`src/hdl/txrbo_pkg.sv`:
```
// Shared constants and codes for the transmit ring buffer with overrun marker.
// No dependencies; imported by the slot RAM and the core.
package txrbo_pkg;

    localparam int BYTE_W         = 8;
    localparam int FREE_W         = 7;
    localparam int SLOT_COUNT_DEF = 128;
    localparam int FREE_SAT       = 127;

    localparam logic [BYTE_W-1:0] MARKER_BYTE = 8'h21;

    typedef enum logic {
        ACT_PUSH  = 1'b0,
        ACT_READY = 1'b1
    } t_action;

endpackage

```
`src/hdl/txrbo_slot_ram.sv`:
```
// Byte slot memory: one write port, one read port with registered read data.
// Depends on txrbo_pkg for the byte width.
module txrbo_slot_ram import txrbo_pkg::*; #(
    parameter int SLOT_COUNT = SLOT_COUNT_DEF,
    parameter int AW         = $clog2(SLOT_COUNT)
) (
    input  logic              i_clk,
    input  logic              i_wr_en,
    input  logic [AW-1:0]     i_wr_addr,
    input  logic [BYTE_W-1:0] i_wr_data,
    input  logic              i_rd_en,
    input  logic [AW-1:0]     i_rd_addr,
    output logic [BYTE_W-1:0] o_rd_data
);

    logic [BYTE_W-1:0] r_mem [SLOT_COUNT];
    logic [BYTE_W-1:0] r_rd_data;

    always_ff @(posedge i_clk) begin
        if (i_wr_en) begin
            r_mem[i_wr_addr] <= i_wr_data;
        end
    end

    // hold read data until the next read
    always_ff @(posedge i_clk) begin
        if (i_rd_en) begin
            r_rd_data <= r_mem[i_rd_addr];
        end
    end

    assign o_rd_data = r_rd_data;

endmodule

```
`src/hdl/tx_ring_buffer_overrun_mark_core.sv`:
```
// Top level of the transmit byte queue with overrun marker.
// Depends on txrbo_pkg and instantiates txrbo_slot_ram.
//
// Usage: the request channel (i_req_valid / o_req_stall) carries one
// transaction per item: i_action selects a byte push or a transmitter-ready
// event, i_push_byte is the byte to queue. The result channel
// (o_res_valid / i_res_stall) returns exactly one transaction per item with
// accepted, marker_queued, out_valid, out_byte, send_request and free_slots.
// A push with one usable slot left queues '!' instead and reports not
// accepted; a push into a full ring changes nothing.
// The result is registered when the request is taken and appears in the
// cycle after; the popped byte comes from the registered read port of the
// slot RAM. Throughput: one item per cycle while no pending result is stalled.
// Pointers and occupancy live in flops and update at acceptance, so the
// single RAM write or read per item sets the pace.
// Reset clears pointers, occupancy, the request flag and the result valid;
// slot contents are not cleared. While the receiver stalls a pending result,
// o_req_stall is high and the result holds.
module tx_ring_buffer_overrun_mark_core import txrbo_pkg::*; #(
    parameter int SLOT_COUNT = SLOT_COUNT_DEF
) (
    input  logic              i_clk,
    input  logic              i_rst_n,
    input  logic              i_req_valid,
    output logic              o_req_stall,
    input  logic              i_action,
    input  logic [BYTE_W-1:0] i_push_byte,
    output logic              o_res_valid,
    input  logic              i_res_stall,
    output logic              o_accepted,
    output logic              o_marker_queued,
    output logic              o_out_valid,
    output logic [BYTE_W-1:0] o_out_byte,
    output logic              o_send_request,
    output logic [FREE_W-1:0] o_free_slots
);

    localparam int AW = $clog2(SLOT_COUNT);

    logic [AW-1:0]     r_wr_idx, n_wr_idx;
    logic [AW-1:0]     r_rd_idx, n_rd_idx;
    logic [AW-1:0]     r_count,  n_count;
    logic              r_flag,   n_flag;
    logic              r_res_valid;
    logic              r_accepted, r_marker, r_popped, r_send;
    logic [FREE_W-1:0] r_free;

    logic              acc, is_push, do_store, do_pop;
    logic [AW:0]       free_now, free_next;
    logic [AW+7:0]     free_ext;
    logic [FREE_W-1:0] free_sat;
    logic [BYTE_W-1:0] store_byte, rd_data;

    assign o_req_stall = r_res_valid && i_res_stall;
    assign acc         = i_req_valid && !o_req_stall;
    assign is_push     = (t_action'(i_action) == ACT_PUSH);

    assign free_now   = (AW+1)'(SLOT_COUNT - 1) - {1'b0, r_count};
    assign do_store   = acc && is_push && (free_now != '0);
    assign do_pop     = acc && !is_push && (r_count != '0);
    assign store_byte = (free_now >= (AW+1)'(2)) ? i_push_byte : MARKER_BYTE;

    always_comb begin
        n_wr_idx = r_wr_idx;
        n_rd_idx = r_rd_idx;
        n_count  = r_count;
        n_flag   = r_flag;
        if (do_store) begin
            n_wr_idx = (r_wr_idx == AW'(SLOT_COUNT - 1)) ? '0 : r_wr_idx + AW'(1);
            n_count  = r_count + AW'(1);
            n_flag   = 1'b1;
        end else if (do_pop) begin
            n_rd_idx = (r_rd_idx == AW'(SLOT_COUNT - 1)) ? '0 : r_rd_idx + AW'(1);
            n_count  = r_count - AW'(1);
        end else if (acc && !is_push) begin
            // ready on an empty ring drops the request
            n_flag = 1'b0;
        end
    end

    assign free_next = (AW+1)'(SLOT_COUNT - 1) - {1'b0, n_count};
    assign free_ext  = (AW+8)'(free_next);
    assign free_sat  = (free_ext > (AW+8)'(FREE_SAT)) ? FREE_W'(FREE_SAT)
                                                      : free_ext[FREE_W-1:0];

    always_ff @(posedge i_clk) begin
        if (!i_rst_n) begin
            r_wr_idx    <= '0;
            r_rd_idx    <= '0;
            r_count     <= '0;
            r_flag      <= 1'b0;
            r_res_valid <= 1'b0;
        end else begin
            r_wr_idx <= n_wr_idx;
            r_rd_idx <= n_rd_idx;
            r_count  <= n_count;
            r_flag   <= n_flag;
            if (acc) begin
                r_res_valid <= 1'b1;
            end else if (!i_res_stall) begin
                r_res_valid <= 1'b0;
            end
        end
    end

    always_ff @(posedge i_clk) begin
        if (acc) begin
            r_accepted <= is_push && (free_now >= (AW+1)'(2));
            r_marker   <= is_push && (free_now == (AW+1)'(1));
            r_popped   <= do_pop;
            r_send     <= n_flag;
            r_free     <= free_sat;
        end
    end

    txrbo_slot_ram #(
        .SLOT_COUNT (SLOT_COUNT),
        .AW         (AW)
    ) u_slot_ram (
        .i_clk     (i_clk),
        .i_wr_en   (do_store),
        .i_wr_addr (r_wr_idx),
        .i_wr_data (store_byte),
        .i_rd_en   (do_pop),
        .i_rd_addr (r_rd_idx),
        .o_rd_data (rd_data)
    );

    assign o_res_valid     = r_res_valid;
    assign o_accepted      = r_accepted;
    assign o_marker_queued = r_marker;
    assign o_out_valid     = r_popped;
    assign o_out_byte      = r_popped ? rd_data : '0;
    assign o_send_request  = r_send;
    assign o_free_slots    = r_free;

`ifndef ASSERT_OFF
    logic [AW:0] occ_chk;
    assign occ_chk = (r_wr_idx >= r_rd_idx)
                   ? {1'b0, r_wr_idx} - {1'b0, r_rd_idx}
                   : (AW+1)'(SLOT_COUNT) - {1'b0, r_rd_idx} + {1'b0, r_wr_idx};

    a_count_bound: assert property (@(posedge i_clk) disable iff (!i_rst_n)
        r_count <= AW'(SLOT_COUNT - 1))
        else $error("occupancy beyond usable slots");

    a_ptr_match: assert property (@(posedge i_clk) disable iff (!i_rst_n)
        occ_chk == {1'b0, r_count})
        else $error("pointers disagree with occupancy");

    a_full_push: assert property (@(posedge i_clk) disable iff (!i_rst_n)
        (acc && is_push && r_count == AW'(SLOT_COUNT - 1))
        |=> (!o_accepted && !o_marker_queued && $stable(r_count)))
        else $error("push into full ring changed the queue");

    a_store_flag: assert property (@(posedge i_clk) disable iff (!i_rst_n)
        do_store |=> (r_flag && o_send_request))
        else $error("queued byte did not raise request");

    a_excl: assert property (@(posedge i_clk) disable iff (!i_rst_n)
        o_res_valid |-> !(o_accepted && o_marker_queued) &&
                        !(o_out_valid && (o_accepted || o_marker_queued)))
        else $error("conflicting result flags");
`endif

endmodule
```
`config.mk`:
```
export PLATFORM = sky130hd
export DESIGN_NAME = tx_ring_buffer_overrun_mark_core
export DESIGN_NICKNAME = d
export VERILOG_FILES = /design/src/hdl/txrbo_pkg.sv /design/src/hdl/txrbo_slot_ram.sv /design/src/hdl/tx_ring_buffer_overrun_mark_core.sv
export SDC_FILE = /design/constraint.sdc
export NUM_CORES = 1
export LEC_CHECK = 0
export ABC_CLOCK_PERIOD_IN_PS = 4400
export BUFFER_PORTS_ARGS = -buffer_cell sky130_fd_sc_hd__buf_2
export CORE_MARGIN = 2
export CORE_UTILIZATION = 30
export DETAILED_ROUTE_END_ITERATION = 8
export GPL_TIMING_DRIVEN = 0
export SLEW_MARGIN = 20
export SYNTH_ARGS = -nofsm -noshare
export SYNTH_HDL_FRONTEND = slang
export SYNTH_SLANG_ARGS = --single-unit
```
`constraint.sdc`:
```
create_clock -name i_clk -period 4.4 [get_ports i_clk]
set_input_delay 0 -clock i_clk [delete_from_list [all_inputs] [get_ports i_clk]]
set_output_delay 0 -clock i_clk [all_outputs]
set_load 0.005 [all_outputs]
```
Yosys cells after proc, flatten, opt, wreduce, memory -nomap -nowiden

Memories as Yosys holds them, arrays and structs flattened. A register that Yosys moved wholly into a read port is not among the register bits.
Cells that the tools add are included.

Register bits: 34
Output and inout port bits: 21
Memory bits (writable): 1024
Input port bits: 13
Memories kept: 1

Bitwise gates (word level): 2
$lt $le $gt $ge: 2
Equal/unequal tests: 4
Muxes and demuxes: 13
Reductions and logical operators: 12
Add/sub/neg operators: 6

Memory list:

| memory           | words | bits a word | read ports | clocked after memory_dff | wr ports | RTL line             | RTL |
|---|---|---|---|---|---|---|---|
| u_slot_ram.r_mem | 128   | 8           | 1          | 1                        | 1        | txrbo_slot_ram.sv:16 | `logic [BYTE_W-1:0] r_mem [SLOT_COUNT];` |

Operator list:

| kind                | count |
|---|---|
| $mux 7              | 4 |
| $add 7x1->7 const B | 3 |
| $mux 8              | 2 |
| $sub 7x7->8 const A | 2 |
| $eq 7x7->1 const B  | 2 |
| $eq 8x1->1 const B  | 1 |
| $ge 8x2->1 const B  | 1 |
| $gt 8x7->1 const B  | 1 |
| $logic_and 1x1->1   | 8 |
| $reduce_bool 8->1   | 1 |
| $mux 1              | 7 |
| $reduce_bool 7->1   | 1 |
| $sub 7x1->7 const B | 1 |
| $ne 2x1->1 const B  | 1 |
| $not 1->1           | 2 |
| $reduce_and 2->1    | 1 |
| $logic_not 1->1     | 1 |

Longest topological paths before layout

Word-level depth: 9
Mapped depth: 10
Depth with buffers taken out: 8

Hierarchy

A second synthesis with hierarchy kept.

Cells, all modules: 1826
Area, all modules: 41553.6 um^2

Modules (own cells, without submodules):

| module                           | area each (um^2) | seq. area each (um^2) | times used | cells an instance |
|---|---|---|---|---|
| txrbo_slot_ram                   | 39745.6          | 30989.7               | 1          | 1635 |
| tx_ring_buffer_overrun_mark_core | 1808.0           | 790.8                 | 1          | 191 |

Least setup slack after synthesis

Ideal clock, no wire load.

Path type: register -> register
From: register r_count[5]
To: memory u_slot_ram.r_mem[0][0], data pin
Setup slack: 1197 ps
Clock period less this slack: 3203 ps
Cell stages (with the launch flop): 5
Required time: 3848 ps
Setup time: 552 ps
Data arrival time: 2651 ps
Cells stage by stage: dfxtp_1 > and4_1 > buf_2 > nand3_1 > nand2b_1

Word-level cells in the longest chain between the ends: 3

Ends and longest elaborated chain:

| what                    | RTL line                               | RTL |
|---|---|---|
| start, declared         | tx_ring_buffer_overrun_mark_core.sv:42 | `logic [AW-1:0] r_count, n_count;` |
| start signal, assigned  | tx_ring_buffer_overrun_mark_core.sv:96 | `r_count <= n_count;` |
| $sub 7x7->8             | tx_ring_buffer_overrun_mark_core.sv:58 | `assign free_now = (AW+1)'(SLOT_COUNT - 1) - {1'b0, r_count};` |
| $ge 8x2->1              | tx_ring_buffer_overrun_mark_core.sv:61 | `assign store_byte = (free_now >= (AW+1)'(2)) ? i_push_byte : MARKER_BYTE;` |
| $mux 8                  | tx_ring_buffer_overrun_mark_core.sv:61 |  |
| named net store_byte[0] | tx_ring_buffer_overrun_mark_core.sv:52 | `logic [BYTE_W-1:0] store_byte, rd_data;` |
| end, declared           | txrbo_slot_ram.sv:16                   |  |

The timed path passes the listed nets, and every way through them passes these cells.

==> results by group <==
Run status
  – Status: finished clean

GRT
  – Largest net degree at the start of global routing: 70
  – Initial antenna violation count: 2
  – GRT Util Overall: 17.3%
  – Global-route wire length before repair: 172000 um
  – Total grt overflow: 0
  – Vias in the first global route: 21392

Clock tree
  – # Post-CTS Setup Buffers: 0
  – Number of CTS-inserted buffers: 104
  – CTS root buf: clkbuf_16
  – Clock Sinks: 1066
  – Resized cells post-CTS: 0
  – Clock Path Buffers: 3
  – Cts hold-fix bufs: 11
  – H-Tree Depth: 3
  – Worst-Skew Late Latency: 0.69 ns
  – TritonCTS clock tree: built
  – Worst-path clk slew: 0.07 ns

Synth
  – Yosys top cell area share: 74.7%
  – Avg Inst Size Synth: 20.2 um^2
  – Synth Cell Area: 41900 um^2
  – Count of different cell masters after synthesis: 76
  – Area leader, netlist: edfxtp_1
  – Commonest cells post-synth: edfxtp_1, mux4_2, nor2_1
  – Synth warn: 0
  – Syn Nets: 2098
  – Number of synthesized flops with an enable pin: 1043
  – Seq/Total Area, Yosys: 75.8%
  – Fraction of registers with async set/reset: 0%
  – Synth top area cells: edfxtp_1, mux4_2, mux2i_1
  – Main synth FF type: edfxtp_1
  – Yosys reg bits: 1066
  – Cells after synthesis: 2079
  – Top-count cell post-synth: edfxtp_1

STA
  – Worst Skew: 0.0314 ns
  – Minimum clock period after layout: 4.33 ns
  – Slew Viols, Final: 0
  – Max Fclk: 0.231 GHz
  – RSZ-0062 raised after global routing: false
  – Hold slack: 0.00994 ns
  – Setup violations, final: 0
  – Final Cycle Share: 98.3%
  – Slew Limit Headroom: 18.4%
  – Hold violation count in the final report: 0
  – Worst-margin pin slew: 1.22 ns

Power and ir drop
  – Leakage power: 14.5 nW
  – Maximum VDD drop: 293 uV
  – P per Cell Area: 468 nW/um^2

Worst setup path
  – Setup CP Type: register to register
  – R2R Setup Slk: 0.07 ns
  – FF-to-FF Start: r_rd_idx[2]$_SDFFE_PN0P_
  – R2r endpoint: u_slot_ram.o_rd_data[2]$_DFFE_PN_
  – Required time worst endpoint: 4.90 ns
  – Worst Path Max Fanout: 10
  – CP startpoint kind: register
  – Arr. time, crit path: 4.83 ns
  – Critical path endpoint category: register
  – Worst r2r path cells: 7

Hold path
  – Hold Crit Class: primary input to register
  – Hold Path Sink: u_slot_ram.r_mem[70][0]$_DFFE_PP_
  – Hold depth: 2
  – Min-Delay Startpoint: i_push_byte[0]

Floorplan
  – Ports: 34
  – DIE WIDTH: 378 um
  – Die area: 143000 um^2
  – Rows: 137
  – CORE AREA: 139000 um^2
  – Die height: 378 um
  – Starting Density: 30.1%

Cells and area
  – Final nets: 2264
  – Number of antenna diodes: 0
  – Share of cells above drive strength 1: 22.5%
  – Final core occ: 34.8%
  – Area growth syn-to-layout: 15.3%
  – Fin cells: 4205

Placement
  – Number of I/O port buffers: 32
  – Gp weighted congestion: 0.898
  – DP Wirelength: 80200 um
  – Placed cells: 4004

Routing
  – Routed Antenna Nets: 0
  – Drt first pass iters: 7
  – Final Routed Wirelength: 125000 um
  – Vias: 22308
  – Drt drc: 0
  – DR iter-0 viols: 3253
  – Drt via density: 5.31
  – Detailed-route wire length per cell: 29.8 um

Run
  – Max-cap check violation count: 0
## cells in the final DEF (no fill, tap or decap), types with 7 or more instances in the layout
| cell | netlist | layout |
|---|---|---|
| dfxtp_1 | 23 | 23 |
| mux4_2 | 188 | 188 |
| buf_6 | 22 | 22 |
| clkinv_2 | 0 | 26 |
| buf_2 | 44 | 76 |
| nand3_1 | 23 | 23 |
| a22oi_1 | 47 | 47 |
| inv_1 | 9 | 9 |
| buf_12 | 5 | 13 |
| a22o_1 | 22 | 22 |
| o221ai_1 | 19 | 19 |
| buf_4 | 14 | 14 |
| mux2_2 | 9 | 9 |
| and2_1 | 21 | 15 |
| a221oi_1 | 10 | 10 |
| xor2_1 | 11 | 11 |
| edfxtp_1 | 1043 | 1043 |
| nand2_1 | 44 | 44 |
| clkbuf_16 | 0 | 105 |
| mux4_1 | 13 | 13 |
| buf_16 | 0 | 8 |
| clkinv_1 | 1 | 20 |
| o32a_1 | 7 | 7 |
| clkbuf_1 | 29 | 36 |
| o21ai_0 | 9 | 9 |
| a211oi_1 | 18 | 17 |
| dlygate4sd3_1 | 0 | 11 |
| mux2i_1 | 131 | 131 |
| bufinv_16 | 0 | 11 |
| clkbuf_2 | 0 | 7 |
| a21oi_1 | 37 | 37 |
| clkinvlp_4 | 0 | 7 |
| a31oi_1 | 15 | 15 |
| nor2_1 | 155 | 155 |
| nor2b_1 | 10 | 10 |
## logic make-up after synthesis
group / after synthesis / synth area share [%]
AO/OA/AOI/OAI: 223 / 4.01
AND/OR/NAND/NOR: 293 / 3.21
adder cells (fa/ha/maj): 6 / 0.179
XOR/XNOR: 17 / 0.355
buffers and inverters: 131 / 2.06
flip-flops: 1066 / 75.8
multiplexers: 343 / 14.4
## power by group
part	internal [mW]	switching [mW]
logic	0.965	1.49
clock network	5.06	3.87
registers	11.2	0.0348
total	17.2	5.39
## sequential cells by signal, indices dropped and copies added (netlist names)
register / count
o_free_slots: 7
o_marker_queued: 1
r_wr_idx: 7
r_count: 7
o_out_valid: 1
o_accepted: 1
r_rd_idx: 7
r_flag: 1
u_slot_ram.o_rd_data: 8
o_send_request: 1
u_slot_ram.r_mem: 1024
o_res_valid: 1
## worst max-delay path by stage
| stage | from | end | slack [ns] | cells past startpoint |
|---|---|---|---|---|
| 3_5_place_dp | r_count[3]$_SDFF_PN0_ | u_slot_ram.r_mem[127][6]$_DFFE_PP_ | 0.24 | 7 |
| 4_1_cts | r_count[3]$_SDFF_PN0_ | u_slot_ram.r_mem[71][7]$_DFFE_PP_ | 0.27 | 7 |
| 3_3_place_gp | r_count[3]$_SDFF_PN0_ | u_slot_ram.r_mem[98][7]$_DFFE_PP_ | -1.23 | 5 |
| 2_1_floorplan | r_count[5]$_SDFFE_PN0P_ | u_slot_ram.r_mem[0][0]$_DFFE_PP_ | 1.20 | 4 |
| 6_report | r_rd_idx[2]$_SDFFE_PN0P_ | u_slot_ram.o_rd_data[2]$_DFFE_PN_ | 0.07 | 7 |
| 5_1_grt | r_count[3]$_SDFF_PN0_ | u_slot_ram.r_mem[71][7]$_DFFE_PP_ | 0.16 | 7 |
## worst max-delay path, cell delays in order, from the launching register on
cell      delay (ns)
dfxtp_1         0.33
buf_2           0.21
nor2_1          0.50
buf_2           0.44
clkbuf_1        0.85
a22oi_1         0.37
a211oi_1        1.02
o32a_1          0.41
## routing by layer
| metal | share of wire [%] | routed length (um) | vias to the layer above | global-route usage [%] |
|---|---|---|---|---|
| met5 | 0 | 0 | - | 0 |
| met4 | 4.6 | 5790 | 0 | 7.48 |
| met3 | 10 | 13000 | 250 | 4.11 |
| met2 | 45 | 55900 | 1344 | 26.3 |
| met1 | 40 | 50700 | 11800 | 23.7 |
| li1 | - | - | 8914 | - |
## metrics by stage
| stage | setup TNS, ns | power, mW | instance area, um^2 | setup slack [ns] |
|---|---|---|---|---|
| after floorplan | 0 | 12.9 | 41900 | 1.20 |
| after global placement | -1135.06 | 13.9 | 44400 | -1.23 |
| after detailed placement | 0 | 13.9 | 44900 | 0.243 |
| after CTS | 0 | 22.7 | 48300 | 0.272 |
| after global routing | 0 | 23.2 | 48300 | 0.160 |
| final | 0 | 22.6 | 48300 | 0.0737 |
## area by class of cell
class / count / area, um^2
inverters: 11 / 41.3
multi-input cells: 882 / 9300
clock inverters: 68 / 646
plain buffers: 120 / 832
repair buffers: 60 / 666
clock buffers: 122 / 2720
well taps: 1876 / 2350
fillers: 12898 / 90700
flip-flops and latches: 1066 / 31800
Power figures use the tool's default switching activity.
